<file path="src/hdl/asrc_pkg.sv">
// Shared types, constants and helpers for the anchor successor range counter.
// Used by the anchor store, the query sequencer, the top level and the checker.
package asrc_pkg;

	localparam int unsigned MAX_ANCHORS  = 8192;
	localparam int unsigned IDX_W        = $clog2(MAX_ANCHORS);
	localparam int unsigned CNT_W        = IDX_W + 1;
	localparam int unsigned SUM_W        = CNT_W + 1;
	localparam int unsigned SEG_W        = 32;
	localparam int unsigned POS_W        = 32;
	localparam int unsigned GAP_W        = 31;
	localparam int unsigned THR_W        = POS_W + 2;
	localparam int unsigned LEN_W        = 13;
	localparam int unsigned INDEX_W      = 13;
	localparam int unsigned DEFAULT_SPAN = 5000;
	localparam int unsigned TAIL_ZONE    = 16;
	localparam int unsigned GAP_RESET    = 5000;

	typedef logic [IDX_W-1:0] idx_t;
	typedef logic [CNT_W-1:0] cnt_t;
	typedef logic [SUM_W-1:0] sum_t;
	typedef logic [LEN_W-1:0] len_t;
	typedef logic [GAP_W-1:0] gap_t;
	typedef logic signed [THR_W-1:0] thr_t;

	typedef enum logic [1:0] {
		ACT_APPEND   = 2'd0,
		ACT_NEW_READ = 2'd1,
		ACT_QUERY    = 2'd2
	} action_t;

	typedef enum logic [1:0] {
		ST_OK        = 2'd0,
		ST_BAD_INDEX = 2'd1,
		ST_FULL      = 2'd2
	} status_t;

	typedef enum logic [2:0] {
		Q_IDLE,
		Q_RD_J,
		Q_RD_NEXT,
		Q_PROBE,
		Q_STEP
	} q_state_t;

	typedef struct packed {
		logic [SEG_W-1:0]        seg;
		logic signed [POS_W-1:0] pos;
	} anchor_t;

	typedef struct packed {
		logic en;
		idx_t addr;
	} rd_port_t;

	typedef struct packed {
		logic    en;
		idx_t    addr;
		anchor_t data;
	} wr_port_t;

	typedef struct packed {
		logic go;
		idx_t j;
		cnt_t n;
	} qry_req_t;

	typedef struct packed {
		logic busy;
		logic done;
		len_t len;
	} qry_rsp_t;

	// Fixed probe offsets, walked in order during a range search.
	function automatic sum_t probe_off(input logic [2:0] k);
		sum_t off;
		case (k)
			3'd0:    off = sum_t'(0);
			3'd1:    off = sum_t'(16);
			3'd2:    off = sum_t'(512);
			3'd3:    off = sum_t'(1024);
			3'd4:    off = sum_t'(2048);
			3'd5:    off = sum_t'(3072);
			3'd6:    off = sum_t'(4096);
			default: off = sum_t'(5000);
		endcase
		return off;
	endfunction

endpackage

</file>
<file path="src/hdl/asrc_query.sv">
// Query sequencer: walks the anchor store through one read port to find a range end.
// Depends on asrc_pkg; drives the read port of asrc_store.
module asrc_query (
	input  logic               clk,
	input  logic               arst_n,
	input  asrc_pkg::qry_req_t req,
	input  asrc_pkg::gap_t     gap_limit,
	input  asrc_pkg::anchor_t  rd_data,
	output asrc_pkg::rd_port_t rd,
	output asrc_pkg::qry_rsp_t rsp
);

	asrc_pkg::q_state_t state_q, state_d;
	asrc_pkg::idx_t     j_q;
	asrc_pkg::cnt_t     n_q;
	logic [asrc_pkg::SEG_W-1:0] seg_j_q;
	asrc_pkg::thr_t     thr_q;
	logic [3:0]         ki_q;
	asrc_pkg::idx_t     tag_s1;
	logic               done_q;
	asrc_pkg::len_t     len_q;

	asrc_pkg::cnt_t j_ext, last_idx;
	asrc_pkg::sum_t span_end, paddr, seg_end;
	asrc_pkg::idx_t dflt_end, end_sel;
	asrc_pkg::thr_t pos_x;
	asrc_pkg::len_t step_len, fin_len;
	logic next_out, seg_eq, exceeds, tail, issue_ok;
	logic brk_seg, brk_gap, leave_probe, fin;

	assign j_ext    = asrc_pkg::cnt_t'(j_q);
	assign last_idx = n_q - asrc_pkg::cnt_t'(1);
	assign next_out = (j_ext + asrc_pkg::cnt_t'(1)) >= n_q;
	assign seg_eq   = rd_data.seg == seg_j_q;
	assign pos_x    = $signed({{(asrc_pkg::THR_W - asrc_pkg::POS_W){rd_data.pos[asrc_pkg::POS_W-1]}},
		rd_data.pos});
	// Gap test as one compare against the threshold taken when anchor j was read.
	assign exceeds  = pos_x > thr_q;
	assign tail     = (n_q - j_ext) <= asrc_pkg::cnt_t'(asrc_pkg::TAIL_ZONE);

	assign span_end = asrc_pkg::sum_t'(j_q) + asrc_pkg::sum_t'(asrc_pkg::DEFAULT_SPAN);
	assign dflt_end = (span_end > asrc_pkg::sum_t'(last_idx)) ? asrc_pkg::idx_t'(last_idx)
		: asrc_pkg::idx_t'(span_end);

	assign paddr    = asrc_pkg::sum_t'(j_q) + asrc_pkg::probe_off(ki_q[2:0]);
	assign issue_ok = !ki_q[3] && (paddr < asrc_pkg::sum_t'(n_q));
	// The response in hand belongs to probe ki_q-1; its predecessor is ki_q-2.
	assign seg_end  = asrc_pkg::sum_t'(j_q) + asrc_pkg::probe_off(ki_q[2:0] - 3'd2);

	assign brk_seg     = !seg_eq;
	assign brk_gap     = seg_eq && exceeds;
	assign leave_probe = brk_seg || brk_gap || !issue_ok;
	assign end_sel     = brk_seg ? asrc_pkg::idx_t'(seg_end) : (brk_gap ? tag_s1 : dflt_end);
	assign step_len    = asrc_pkg::len_t'(tag_s1 - j_q) + asrc_pkg::len_t'(1);

	always_comb begin
		state_d = state_q;
		unique case (state_q)
			asrc_pkg::Q_IDLE: begin
				if (req.go) state_d = asrc_pkg::Q_RD_J;
			end
			asrc_pkg::Q_RD_J: begin
				state_d = next_out ? asrc_pkg::Q_IDLE : asrc_pkg::Q_RD_NEXT;
			end
			asrc_pkg::Q_RD_NEXT: begin
				if (!seg_eq) state_d = asrc_pkg::Q_IDLE;
				else if (tail) state_d = asrc_pkg::Q_STEP;
				else state_d = asrc_pkg::Q_PROBE;
			end
			asrc_pkg::Q_PROBE: begin
				if (leave_probe) state_d = asrc_pkg::Q_STEP;
			end
			asrc_pkg::Q_STEP: begin
				if (!exceeds) state_d = asrc_pkg::Q_IDLE;
			end
			default: state_d = asrc_pkg::Q_IDLE;
		endcase
	end

	always_comb begin
		rd.en   = 1'b0;
		rd.addr = j_q;
		fin     = 1'b0;
		fin_len = asrc_pkg::len_t'(1);
		unique case (state_q)
			asrc_pkg::Q_IDLE: begin
				rd.en   = req.go;
				rd.addr = req.j;
			end
			asrc_pkg::Q_RD_J: begin
				if (next_out) begin
					fin = 1'b1;
				end else begin
					rd.en   = 1'b1;
					rd.addr = asrc_pkg::idx_t'(j_ext + asrc_pkg::cnt_t'(1));
				end
			end
			asrc_pkg::Q_RD_NEXT: begin
				if (!seg_eq) begin
					fin = 1'b1;
				end else begin
					rd.en   = 1'b1;
					rd.addr = tail ? asrc_pkg::idx_t'(last_idx) : asrc_pkg::idx_t'(paddr);
				end
			end
			asrc_pkg::Q_PROBE: begin
				rd.en   = 1'b1;
				rd.addr = leave_probe ? end_sel : asrc_pkg::idx_t'(paddr);
			end
			asrc_pkg::Q_STEP: begin
				if (!exceeds) begin
					fin     = 1'b1;
					fin_len = step_len;
				end else begin
					rd.en   = 1'b1;
					rd.addr = (tag_s1 == j_q) ? j_q : tag_s1 - asrc_pkg::idx_t'(1);
				end
			end
			default: begin
				rd.en = 1'b0;
			end
		endcase
	end

	always_ff @(posedge clk or negedge arst_n) begin
		if (!arst_n) begin
			state_q <= asrc_pkg::Q_IDLE;
			done_q  <= 1'b0;
			ki_q    <= 4'd1;
		end else begin
			state_q <= state_d;
			done_q  <= fin;
			if (state_q == asrc_pkg::Q_IDLE) begin
				ki_q <= 4'd1;
			end else if (state_q == asrc_pkg::Q_RD_NEXT ||
				(state_q == asrc_pkg::Q_PROBE && !leave_probe)) begin
				ki_q <= ki_q + 4'd1;
			end
		end
	end

	always_ff @(posedge clk) begin
		if (state_q == asrc_pkg::Q_IDLE && req.go) begin
			j_q <= req.j;
			n_q <= req.n;
		end
		if (state_q == asrc_pkg::Q_RD_J) begin
			seg_j_q <= rd_data.seg;
			thr_q   <= $signed({{(asrc_pkg::THR_W - asrc_pkg::POS_W){rd_data.pos[asrc_pkg::POS_W-1]}},
				rd_data.pos}) + $signed({{(asrc_pkg::THR_W - asrc_pkg::GAP_W){1'b0}}, gap_limit});
		end
		if (rd.en) begin
			tag_s1 <= rd.addr;
		end
		if (fin) begin
			len_q <= fin_len;
		end
	end

	assign rsp.busy = state_q != asrc_pkg::Q_IDLE;
	assign rsp.done = done_q;
	assign rsp.len  = len_q;

endmodule

</file>
<file path="config.mk">
export PLATFORM = sky130hd
export DESIGN_NAME = asrc_query
export DESIGN_NICKNAME = d
export VERILOG_FILES = /design/src/hdl/asrc_pkg.sv /design/src/hdl/asrc_query.sv
export SDC_FILE = /design/constraint.sdc
export NUM_CORES = 1
export LEC_CHECK = 0
export BUFFER_PORTS_ARGS = -buffer_cell sky130_fd_sc_hd__buf_2
export CORE_UTILIZATION = 25
export CTS_CLUSTER_DIAMETER = 120
export DETAILED_ROUTE_END_ITERATION = 10
export PLACE_DENSITY = 0.46
export SLEW_MARGIN = 10
export SYNTH_ARGS = -nofsm -noshare
export SYNTH_HDL_FRONTEND = slang
export SYNTH_SLANG_ARGS = --single-unit
</file>
<file path="constraint.sdc">
create_clock -name clk -period 10 [get_ports clk]
set_clock_uncertainty 0.2 [all_clocks]
set_input_delay 1.5 -clock clk [delete_from_list [all_inputs] [get_ports clk]]
set_output_delay 1.5 -clock clk [all_outputs]
set_load 0.05 [all_outputs]
</file>
# Word level (Yosys, flattened, before mapping)
# Cells that the tools add are included.
[word_totals]
ff_bits = 127
out_inout_bits = 29
[op_classes]
n_eq_ne = 21
muxes = 26
order_cmp = 5
n_addsub = 12
reduce_logical = 18
bitwise_logic = 1
[op_table]
columns = ["cell", "n"]
rows = [
  ["$pmux 13 s7", 2],
  ["$mux 13", 6],
  ["$pmux 13 s5", 1],
  ["$mux 14", 3],
  ["$gt 32x34->1", 1],
  ["$add 32x32->33", 1],
  ["$eq 32x32->1", 1],
  ["$eq 3x3->1 const B", 7],
  ["$eq 3x2->1 const B", 6],
  ["$add 13x15->15", 1],
  ["$lt 15x14->1", 1],
  ["$mux 3", 5],
  ["$pmux 3 s5", 1],
  ["$add 13x1->14 const B", 1],
  ["$add 13x13->14 const B", 1],
  ["$ge 14x14->1", 1],
  ["$gt 14x14->1", 1],
  ["$le 14x5->1 const B", 1],
  ["$sub 14x1->14 const B", 1],
  ["$sub 14x13->14", 1],
  ["$add 13x1->13 const B", 1],
  ["$add 13x13->13", 1],
  ["$eq 13x13->1", 1],
  ["$sub 13x1->13 const B", 1],
  ["19 further kinds", 36],
]

# Longest topological paths before layout
# Gate-level depths: netlist of the first run.
[logic_depth]
depth_word = 12
depth_mapped = 22
mapped_depth_nobuf = 22

# Least setup slack after synthesis of the first run
# No wires, ideal clock.
[synth_path]
path_type = "register -> output"
from = "register ki_q[0]"
to = "output port rd[4] (netlist name)"
arrival_time_ns = 5.747
path_slack_ns = 2.553
required_time_ns = 8.300
stages_incl_launch_ff = 22
path_buffers = 0
cell_sequence = "dfstp_2 -> inv_1 -> ha_1 -> nor4_1 -> ha_1 -> inv_1 -> fa_1 -> nor3b_1 -> o21ai_0 -> a21boi_0 -> o21a_1 -> nor2_1 -> xnor2_1 -> ha_1 -> a21o_1 -> a211o_1 -> nor4_1 -> nand3_1 -> o32ai_1 -> a41oi_1 -> o211ai_1 -> a21boi_0"
[synth_rtl]
columns = ["element", "line_no", "rtl"]
rows = [
  ["start, declared", "asrc_query.sv:18", "logic [3:0] ki_q;"],
  ["start signal, assigned", "asrc_query.sv:137", "ki_q <= ki_q + 4'd1;"],
  ["end, declared", "asrc_query.sv:9", "output asrc_pkg::rd_port_t rd,"],
]

==> run_results.csv, run 1 <==
group,metric,value,unit
status,outcome,"finished clean",
logic_synthesis,yosysTopAreaCell,"edfxtp_1",
logic_synthesis,ys.flop_type,"edfxtp_1",
power,p_clk_frac,0.149,
logic_synthesis,synth_cell_types,79,
setup_path,regToRegSetupSlack,3.14,ns
setup_path,cpPeakStageDelay,0.67,ns
setup_path,worstSetupEndpointType,"output port",
logic_synthesis,yosysTopAreaCellShare,0.295,
cells_and_area,finalInstanceArea,14100,um^2
setup_path,critPathBufInv,3,
logic_synthesis,synthesis.nets,1606,
drt,viasPerCell,5.14,
global_routing,grt_pass1_wl,63500,um
clock_network,cts.sinks,126,
sta,rsz0062_at_grt,"false",
floorplanning,die_h,221,um
clock_network,cts_tree,"built",
logic_synthesis,syn-instance-count,1308,
clock_network,path_clk_slew,0.07,ns
logic_synthesis,synth-seq-cells,126,
power,pwr-share-seq,0.227,
sta,finalCritPeriodShare,0.898,
sta,period_needed,8.98,ns
power,switching_power,2.22,mW
cells_and_area,layout_common_cells,"169 x ha_1, 153 x buf_2, 118 x edfxtp_1, 105 x inv_1, 93 x nor2_1",
power,leakagePower,6.05,nW
drt,ant_nets,0,
setup_path,critPathTopFamily,"simple AND/OR/NAND/NOR gates",
logic_synthesis,avgSynthCellArea,9.19,um^2
clock_network,cts_buffers,17,
clock_network,cts_root_buf,"clkbuf_16",
placement,port-buffer-count,153,
sta,setup_violations,0,
cells_and_area,drive_above_1_share,0.154,
setup_path,cp.arrival,7.28,ns
drt,totalWireLength,42200,um
logic_synthesis,synthesis.area,12000,um^2
power,ir_worst_vdd,0.000140,V
logic_synthesis,yosys_warnings,0,
power,power_frac_comb,0.624,
power,intPower,2.11,mW
job,maxCapViolCount,0,
placement,dp_slack,1.76,ns
clock_network,clk_latency,0.50,ns
placement,post_dp_cell_area,13500,um^2
sta,finalSetupTns,0,ns
cells_and_area,finalNetCount,1765,
power,p_sw_frac,0.513,
global_routing,grt_max_degree,66,
sta,hold_viol,0,
floorplanning,ios,154,
drt,drt_first_pass_iters,5,
clock_network,htreeDepth,4,
sta,fin_ws,1.02,ns
drt,drtIter0Drc,878,
global_routing,overflow,0,
setup_path,cp-start-kind,"flop",
floorplanning,rows,79,
floorplanning,design.core.area,47000,um^2
logic_synthesis,synth.area.top_cells,"edfxtp_1 29%, ha_1 18%, xnor2_1 5.2%",
floorplanning,die_area,48900,um^2
cells_and_area,final_common_cell,"ha_1",
logic_synthesis,async_flop_share,0.0635,
clock_network,hold_buffers,0,
setup_path,critPathMaxFanout,9,
placement,place.detailed.hpwl,33800,um
sta,slew_headroom,0.348,
power,power_density,307,nW/um^2
drt,wl_per_cell,20.2,um
global_routing,antenna_found_initial,9,
sta,slew_viol_final,0,
sta,max_clock_freq,0.111,GHz
drt,drc,0,
clock_network,post_cts_buffers,0,
cells_and_area,final_util,0.301,
setup_path,cpMaxStageDelayCell,"nor4_1",
cells_and_area,syn_to_final_growth,17.6,%
global_routing,first_global_vias,10600,
global_routing,track_usage,0.174,
floorplanning,die_x,221,um
logic_synthesis,ys_seq_area_frac,0.312,
hold_path,min_path_type,"reg -> reg",
setup_path,crit_type,"reg -> out",
setup_path,critPathRequiredTime,8.30,ns
drt,num_vias,10700,
clock_network,cts_buffer_depth,2,
logic_synthesis,synth-edff-count,118,
floorplanning,initial_utilization,0.256,
sta,worst_pin_slew,0.976,ns
clock_network,post_cts_resized,0,
setup_path,cp_cell_sequence,"inv_1 -> ha_1 -> nor4_1 -> ha_1 -> inv_1 -> fa_1 -> nor3b_1 -> o21ai_0 -> a21boi_0 -> o21a_1 -> nor2_1 -> xnor2_1 -> ha_1 -> a21o_1 -> a211o_1 -> nor4_1 -> nand3_1 -> nor2_1 -> nor2_1 -> o2111ai_1 -> a2bb2oi_1 -> buf_2",
power,power,4.33,mW
placement,place.gp.congestion,0.951,
routing by layer:
| layer | vias up | part of all wire | track usage |
|---|---|---|---|
| met3 | 86 | 0.068 | 0.0454 |
| met4 | 10 | 0.034 | 0.0828 |
| met1 | 5050 | 0.45 | 0.221 |
| met5 | - | 0.0016 | 0 |
| li1 | 5221 | - | - |
| met2 | 367 | 0.45 | 0.272 |
stage by stage:
step	hold slack [ns]	cells
floorplan	0.324	1308
global placement	0.408	2055
detailed placement	0.413	2055
CTS	0.424	2087
global route	0.465	2087
finish	0.421	2089
power by group through the flow:
stage	clock network [mW]	registers (mW)	logic [mW]
2_1_floorplan	0	0.984	1.86
3_3_place_gp	0	0.995	2.67
3_5_place_dp	0	0.991	2.67
4_1_cts	0.678	0.983	2.69
5_1_grt	0.691	1.01	2.96
6_report	0.646	0.984	2.70
state kept, by name (all words and copies together), names as in the netlist:
signal,cells
ki_q,4
done_q,1
j_q,13
seg_j_q,32
state_q,3
len_q,13
thr_q,33
tag_s1,13
n_q,14
worst reg2reg max path, cell delays in order (launching register included):
cell and delay (ns):
dfstp_2 0.56, inv_1 0.08, ha_1 0.23, nor4_1 0.67, ha_1 0.30, inv_1 0.08
fa_1 0.52, nor3b_1 0.28, o21ai_0 0.15, a21boi_0 0.27, o21a_1 0.16, nor2_1 0.05
xnor2_1 0.17, ha_1 0.20, a21o_1 0.17, a211o_1 0.30, nor4_1 0.48, nand3_1 0.43
nor2_1 0.67, nor2_1 0.18, o2111ai_1 0.29, a2bb2oi_1 0.24
logic make-up after synthesis:
logic type | Yosys count | share of synthesized area
AND/OR/NAND/NOR | 363 | 0.152
AO/OA/AOI/OAI | 360 | 0.199
multiplexers | 19 | 0.0162
adder cells (fa/ha/maj) | 173 | 0.183
flip-flops | 126 | 0.312
buffers and inverters | 137 | 0.0434
XOR/XNOR | 130 | 0.0948
cell usage after synthesis (all sizes together), types with 18 or more instances:
| cell | instances |
|---|---|
| a21o | 28 |
| a21oi | 89 |
| a31oi | 18 |
| clkbuf | 19 |
| edfxtp | 118 |
| ha | 169 |
| inv | 107 |
| nand2 | 72 |
| nand3 | 34 |
| nand4 | 24 |
| nor2 | 94 |
| nor3 | 33 |
| nor4 | 23 |
| o21ai | 80 |
| xnor2 | 72 |
| xor2 | 58 |
cell type report:
cell class | instances | area, um^2
Tap cell | 607 | 759
Antenna cell | 2 | 5.00
Sequential cell | 126 | 3740
Clock inverter | 15 | 159
Timing Repair Buffer | 166 | 863
Inverter | 111 | 417
Fill cell | 4971 | 32800
Clock buffer | 17 | 425
Multi-Input combinational cell | 1045 | 7760
final timing paths:
path | start | end | depth (start not counted)
worst max-delay path | ki_q[0]$_DFFE_PN1P_ | rd[3] | 22
worst min-delay path | ki_q[1]$_DFFE_PN0P_ | ki_q[1]$_DFFE_PN0P_ | 2
worst max register to register | ki_q[0]$_DFFE_PN1P_ | tag_s1[3]$_DFFE_PP_ | 21
worst min register to register | ki_q[1]$_DFFE_PN0P_ | ki_q[1]$_DFFE_PN0P_ | 2
max in group asynchronous | arst_n | ki_q[0]$_DFFE_PN1P_ | 1
min in group asynchronous | arst_n | ki_q[3]$_DFFE_PN0P_ | 1
No activity file was read; power rests on OpenSTA's default activity.
==> inputs of run 2 (changes only) <==
--- a/config.mk
+++ b/config.mk
@@ -9,7 +9,7 @@
 export CORE_UTILIZATION = 25
 export CTS_CLUSTER_DIAMETER = 120
 export DETAILED_ROUTE_END_ITERATION = 10
-export PLACE_DENSITY = 0.46
+export PLACE_DENSITY = 0.41
 export SLEW_MARGIN = 10
 export SYNTH_ARGS = -nofsm -noshare
 export SYNTH_HDL_FRONTEND = slang
==> run 2 against run 1 <==
Effect of this change: largest cell class unchanged; sequential share of layout area about the same; setup slack better by 0.079 ns; fmax up 0.89%.
==> run_results.csv, run 2 (synthesis gave the netlist of run 1 again) <==
group,metric,value,unit
clock_network,hold_buffers,0,
power,power_density,307,nW/um^2
global_routing,grt_max_degree,66,
power,power_frac_comb,0.628,
setup_path,critPathRequiredTime,8.30,ns
global_routing,track_usage,0.178,
global_routing,first_global_vias,10600,
setup_path,cp.arrival,7.20,ns
drt,wl_per_cell,20.6,um
floorplanning,die_x,221,um
setup_path,cpMaxStageDelayCell,"nor4_1",
drt,totalWireLength,43100,um
power,leakagePower,6.05,nW
clock_network,cts_root_buf,"clkbuf_16",
sta,period_needed,8.90,ns
cells_and_area,largest_reg_flops,33,
power,p_sw_frac,0.513,
sta,finalSetupTns,0,ns
setup_path,regToRegSetupSlack,3.21,ns
hold_path,worstHoldStart,"ki_q[3]$_DFFE_PN0P_",
drt,viasPerCell,5.17,
clock_network,path_clk_slew,0.07,ns
floorplanning,ios,154,
cells_and_area,syn_to_final_growth,17.6,%
power,p_clk_frac,0.147,
sta,max_clock_freq,0.112,GHz
setup_path,rr_worst_depth,21,
cells_and_area,final_common_cell,"ha_1",
cells_and_area,biggestRegsByFlops,"thr_q: 33 flops, seg_j_q: 32 flops, n_q: 14 flops",
setup_path,crit_type,"reg -> out",
clock_network,post_cts_buffers,0,
power,intPower,2.11,mW
drt,ant_nets,0,
drt,drc,0,
setup_path,critPathMaxFanout,9,
global_routing,antenna_found_initial,9,
sta,worst_pin_slew,1.01,ns
drt,drt_first_pass_iters,5,
clock_network,htreeDepth,4,
floorplanning,initial_utilization,0.256,
placement,place.gp.congestion,0.923,
clock_network,clk_latency,0.49,ns
clock_network,cts.sinks,126,
cells_and_area,fillers,5005,
setup_path,worstSetupEndpointType,"output port",
placement,port-buffer-count,153,
power,switching_power,2.23,mW
floorplanning,design.core.area,47000,um^2
sta,slew_headroom,0.319,
hold_path,holdPathStages,2,
power,ir_worst_vdd,0.000124,V
job,maxCapViolCount,0,
hold_path,min_path_type,"reg -> reg",
floorplanning,rows,79,
hold_path,min_to,"ki_q[3]$_DFFE_PN0P_",
sta,finalCritPeriodShare,0.890,
cells_and_area,finalNetCount,1767,
clock_network,cts_buffers,17,
setup_path,cpPeakStageDelay,0.71,ns
sta,fin_hold_ws,0.401,ns
power,pwr-share-seq,0.225,
floorplanning,die_h,221,um
floorplanning,die_area,48900,um^2
cells_and_area,drive_above_1_share,0.155,
status,outcome,"finished clean",
sta,hold_viol,0,
sta,rsz0062_at_grt,"false",
clock_network,cts_tree,"built",
clock_network,post_cts_resized,0,
clock_network,cts_buffer_depth,2,
cells_and_area,num_antenna_cells,0,
sta,slew_viol_final,0,
global_routing,grt_pass1_wl,64800,um
sta,setup_violations,0,
global_routing,overflow,0,
setup_path,critPathLaunch,"ki_q[0]$_DFFE_PN1P_",
drt,drtIter0Drc,725,
drt,num_vias,10800,
setup_path,cp_cell_sequence,"inv_1 -> ha_1 -> nor4_1 -> ha_1 -> inv_1 -> fa_1 -> nor3b_1 -> o21ai_0 -> a21boi_0 -> o21a_1 -> nor2_1 -> xnor2_1 -> ha_1 -> a21o_1 -> a211o_1 -> nor4_1 -> nand3_1 -> nor2_1 -> nor2_1 -> o2111ai_1 -> a2bb2oi_1 -> buf_2",
setup_path,cp-start-kind,"flop",
setup_path,worstReg2RegStart,"ki_q[0]$_DFFE_PN1P_",
cells_and_area,largest-register,"thr_q",
cells_and_area,layout_common_cells,"169 x ha_1, 153 x buf_2, 118 x edfxtp_1, 105 x inv_1, 93 x nor2_1",
placement,place.detailed.hpwl,34500,um
setup_path,reg2reg_to,"tag_s1[3]$_DFFE_PP_",
## run 2: changes by cell type in the layout (fill, tap and decap cells not counted)
| cell | previous run | this run |
|---|---|---|
| buf_4 | 13 | 15 |
| inv_6 | 10 | 6 |
| inv_8 | 2 | 3 |
| clkinv_4 | 0 | 4 |
| clkinvlp_4 | 0 | 1 |
| clkinv_8 | 3 | 1 |
| diode_2 | 2 | 0 |
## run 2: how the worst max path moves through the flow
stage	slack [ns]	end	cells after the start
2_1_floorplan	2.55	rd[4]	21
3_3_place_gp	1.90	rd[3]	22
3_5_place_dp	1.70	rd[3]	22
4_1_cts	1.08	rd[3]	22
5_1_grt	0.66	rd[3]	22
6_report	1.10	rd[3]	22
## run 2: final cells by class
cell class | count | area, um^2 | area share
clock buffers | 17 | 425 | 0.0301
clock inverters | 15 | 145 | 0.0103
inverters | 111 | 417 | 0.0295
multi-input cells | 1045 | 7760 | 0.549
flip-flops and latches | 126 | 3740 | 0.265
well taps | 607 | 759 | 0.0538
repair buffers | 168 | 878 | 0.0622
## run 2: metal layers
| layer | GRT usage | part of all wire | vias up |
|---|---|---|---|
| met5 | 0 | 0.0019 | - |
| met4 | 0.0880 | 0.037 | 12 |
| met3 | 0.0364 | 0.052 | 87 |
| li1 | - | - | 5233 |
| met1 | 0.230 | 0.46 | 5146 |
| met2 | 0.282 | 0.45 | 313 |
## run 2: power groups by stage
stage                     clock network (mW)  logic, mW  registers [mW]
after floorplan                            0       1.86           0.984
after global placement                     0       2.70           0.989
after detailed placement                   0       2.70           0.986
after CTS                              0.671       2.71           0.979
after global routing                   0.681       2.99           0.999
final                                  0.637       2.72           0.977
## run 2: worst max-delay path: cells and delay by family (launching register included)
family / cells / cell delay (ns)
xor+xnor: 1 / 0.17
flops: 1 / 0.56
fa+ha+maj: 4 / 1.26
compound gates: 7 / 1.56
buf+inv: 3 / 0.46
simple gates: 7 / 2.72
## run 2: per-stage QoR
stage | instances | power [mW] | util | worst slack (ns) | area, um^2
2_1_floorplan | 1308 | 2.84 | - | 2.55 | 12000
3_3_place_gp | 2057 | 3.69 | 0.289 | 1.90 | 13600
3_5_place_dp | 2057 | 3.68 | 0.289 | 1.70 | 13600
4_1_cts | 2089 | 4.36 | 0.301 | 1.08 | 14100
5_1_grt | 2089 | 4.66 | 0.301 | 0.660 | 14100
6_report | 2089 | 4.34 | 0.301 | 1.10 | 14100
==> inputs of run 3 (changes only) <==
==> constraint.sdc (replaced) <==
create_clock -name clk -period 10.45 [get_ports clk]
set_clock_uncertainty 0.2 [all_clocks]
set_input_delay 1.5675 -clock clk [delete_from_list [all_inputs] [get_ports clk]]
set_output_delay 1.5675 -clock clk [all_outputs]
set_load 0.05 [all_outputs]
==> run 3 against run 2 <==
Effect of this change: clock power decreased by 7.7%; largest cell class unchanged; via count decreased by 0.35%; first-iteration DRC count decreased by 1.5%; non-clock buffer count unchanged; combinational power decreased by 4%; critical path depth unchanged; die area unchanged; cell count about the same; global-route usage about the same; wire length decreased by 0.31%; power decreased by 4.9%.
==> run_results.csv, run 3 (synthesis gave the netlist of run 1 again) <==
group,metric,value,unit
power,power,4.13,mW
drt,drt_first_pass_iters,5,
drt,totalWireLength,43000,um
clock_network,path_clk_slew,0.07,ns
clock_network,cts_buffers,17,
clock_network,hold_buffers,0,
setup_path,cpMaxStageDelayCell,"nor2_1",
global_routing,grt_max_degree,67,
sta,max_clock_freq,0.112,GHz
sta,finalCritPeriodShare,0.852,
floorplanning,ios,154,
floorplanning,initial_utilization,0.256,
status,outcome,"finished clean",
sta,slew_viol_final,0,
drt,wl_per_cell,20.6,um
setup_path,critPathBufInv,3,
clock_network,cts_buffer_depth,2,
drt,viasPerCell,5.14,
floorplanning,design.core.area,47000,um^2
sta,period_needed,8.91,ns
cells_and_area,drive_above_1_share,0.155,
clock_network,cts_root_buf,"clkbuf_16",
global_routing,overflow,0,
global_routing,track_usage,0.178,
placement,port-buffer-count,153,
drt,num_vias,10800,
hold_path,min_path_type,"reg -> reg",
sta,setup_violations,0,
cells_and_area,finalNonFillerCells,2090,
setup_path,worstSetupEndpointType,"output port",
sta,hold_viol,0,
cells_and_area,fillers,4954,
cells_and_area,syn_to_final_growth,17.5,%
sta,fin_hold_ws,0.433,ns
placement,dp_cells,2057,
global_routing,first_global_vias,10600,
clock_network,clk_latency,0.49,ns
sta,worst_pin_slew,1.07,ns
sta,finalSetupTns,0,ns
sta,slew_headroom,0.282,
drt,drc,0,
setup_path,critPathMaxFanout,9,
setup_path,cp.arrival,7.14,ns
floorplanning,die_x,221,um
placement,place.gp.congestion,0.932,
setup_path,cp-start-kind,"flop",
cells_and_area,largest-register,"thr_q",
power,leakagePower,6.04,nW
global_routing,antenna_found_initial,7,
setup_path,crit_type,"reg -> out",
power,ir_worst_vdd,0.000130,V
setup_path,critPathRequiredTime,8.68,ns
cells_and_area,largest_reg_flops,33,
floorplanning,die_h,221,um
global_routing,grt_pass1_wl,64800,um
cells_and_area,biggestRegsByFlops,"thr_q: 33 flops, seg_j_q: 32 flops, n_q: 14 flops",
job,maxCapViolCount,0,
clock_network,post_cts_buffers,0,
setup_path,cp_cell_sequence,"inv_1 -> ha_1 -> nor4_1 -> ha_1 -> inv_1 -> fa_1 -> nor3b_1 -> o21ai_0 -> a21boi_0 -> o21a_1 -> nor2_1 -> xnor2_1 -> ha_1 -> a21o_1 -> a211o_1 -> nor4_1 -> nand3_1 -> nor2_1 -> nor2_1 -> o2111ai_1 -> a2bb2oi_1 -> buf_2",
sta,rsz0062_at_grt,"false",
clock_network,cts_tree,"built",
floorplanning,die_area,48900,um^2
power,power_density,292,nW/um^2
clock_network,cts.sinks,126,
drt,drtIter0Drc,714,
setup_path,critPathTopFamily,"simple AND/OR/NAND/NOR gates",
cells_and_area,finalNetCount,1767,
drt,ant_nets,0,
clock_network,post_cts_resized,0,
placement,place.detailed.hpwl,34500,um
setup_path,cpPeakStageDelay,0.66,ns
cells_and_area,final_common_cell,"ha_1",
cells_and_area,layout_common_cells,"169 x ha_1, 153 x buf_2, 118 x edfxtp_1, 105 x inv_1, 93 x nor2_1",
clock_network,htreeDepth,4,
floorplanning,rows,79,
==> run 3: changes by cell type in the layout (fill, tap and decap cells not counted), sizes merged <==
cell and delta:
inv -3, clkinvlp +2, clkinv +1, diode +1
==> run 3: metal layers <==
metal | wire (um) | GRT usage
met5 | 75 | 0
met4 | 1150 | 0.0708
met3 | 2740 | 0.0421
met2 | 19800 | 0.286
met1 | 19200 | 0.229
==> run 3: per-stage QoR <==
step | utilization | cell area, um^2 | setup slack (ns)
finish | 0.301 | 14100 | 1.54
global route | 0.301 | 14100 | 0.983
CTS | 0.301 | 14100 | 1.58
detailed placement | 0.289 | 13600 | 2.17
global placement | 0.289 | 13600 | 2.38
floorplan | - | 12000 | 2.94
==> run 3: worst paths after layout <==
check	startpoint	endpoint	slack [ns]	depth (start not counted)
max in group asynchronous	arst_n	ki_q[0]$_DFFE_PN1P_	9.07	1
worst min-delay path	ki_q[1]$_DFFE_PN0P_	ki_q[1]$_DFFE_PN0P_	0.43	2
worst max register to register	ki_q[0]$_DFFE_PN1P_	tag_s1[3]$_DFFE_PP_	3.73	21
worst max-delay path	ki_q[0]$_DFFE_PN1P_	rd[3]	1.54	22
worst min register to register	ki_q[1]$_DFFE_PN0P_	ki_q[1]$_DFFE_PN0P_	0.43	2
min in group asynchronous	arst_n	ki_q[3]$_DFFE_PN0P_	0.73	1
==> run 3: power by group <==
part	total [mW]	switching, mW	internal, mW
combinational	2.61	1.69	0.917
sequential	0.933	0.145	0.788
clock	0.588	0.279	0.309
total	4.13	2.11	2.01
==> run 3: area by class of cell <==
class / count / area (um^2) / area share
clock inverter: 15 / 131 / 0.00931
tap: 607 / 759 / 0.0538
antenna: 1 / 2.50 / 0.000177
clock buffer: 17 / 425 / 0.0301
inverter: 111 / 417 / 0.0295
sequential: 126 / 3740 / 0.265
multi-input combinational: 1045 / 7760 / 0.550
timing repair buffer: 168 / 878 / 0.0622
==> run 3: worst min-delay path, stage by stage (launching register included) <==
cell	delay (ns)
dfrtp_1	0.44
nand2_1	0.08
a21oi_1	0.06
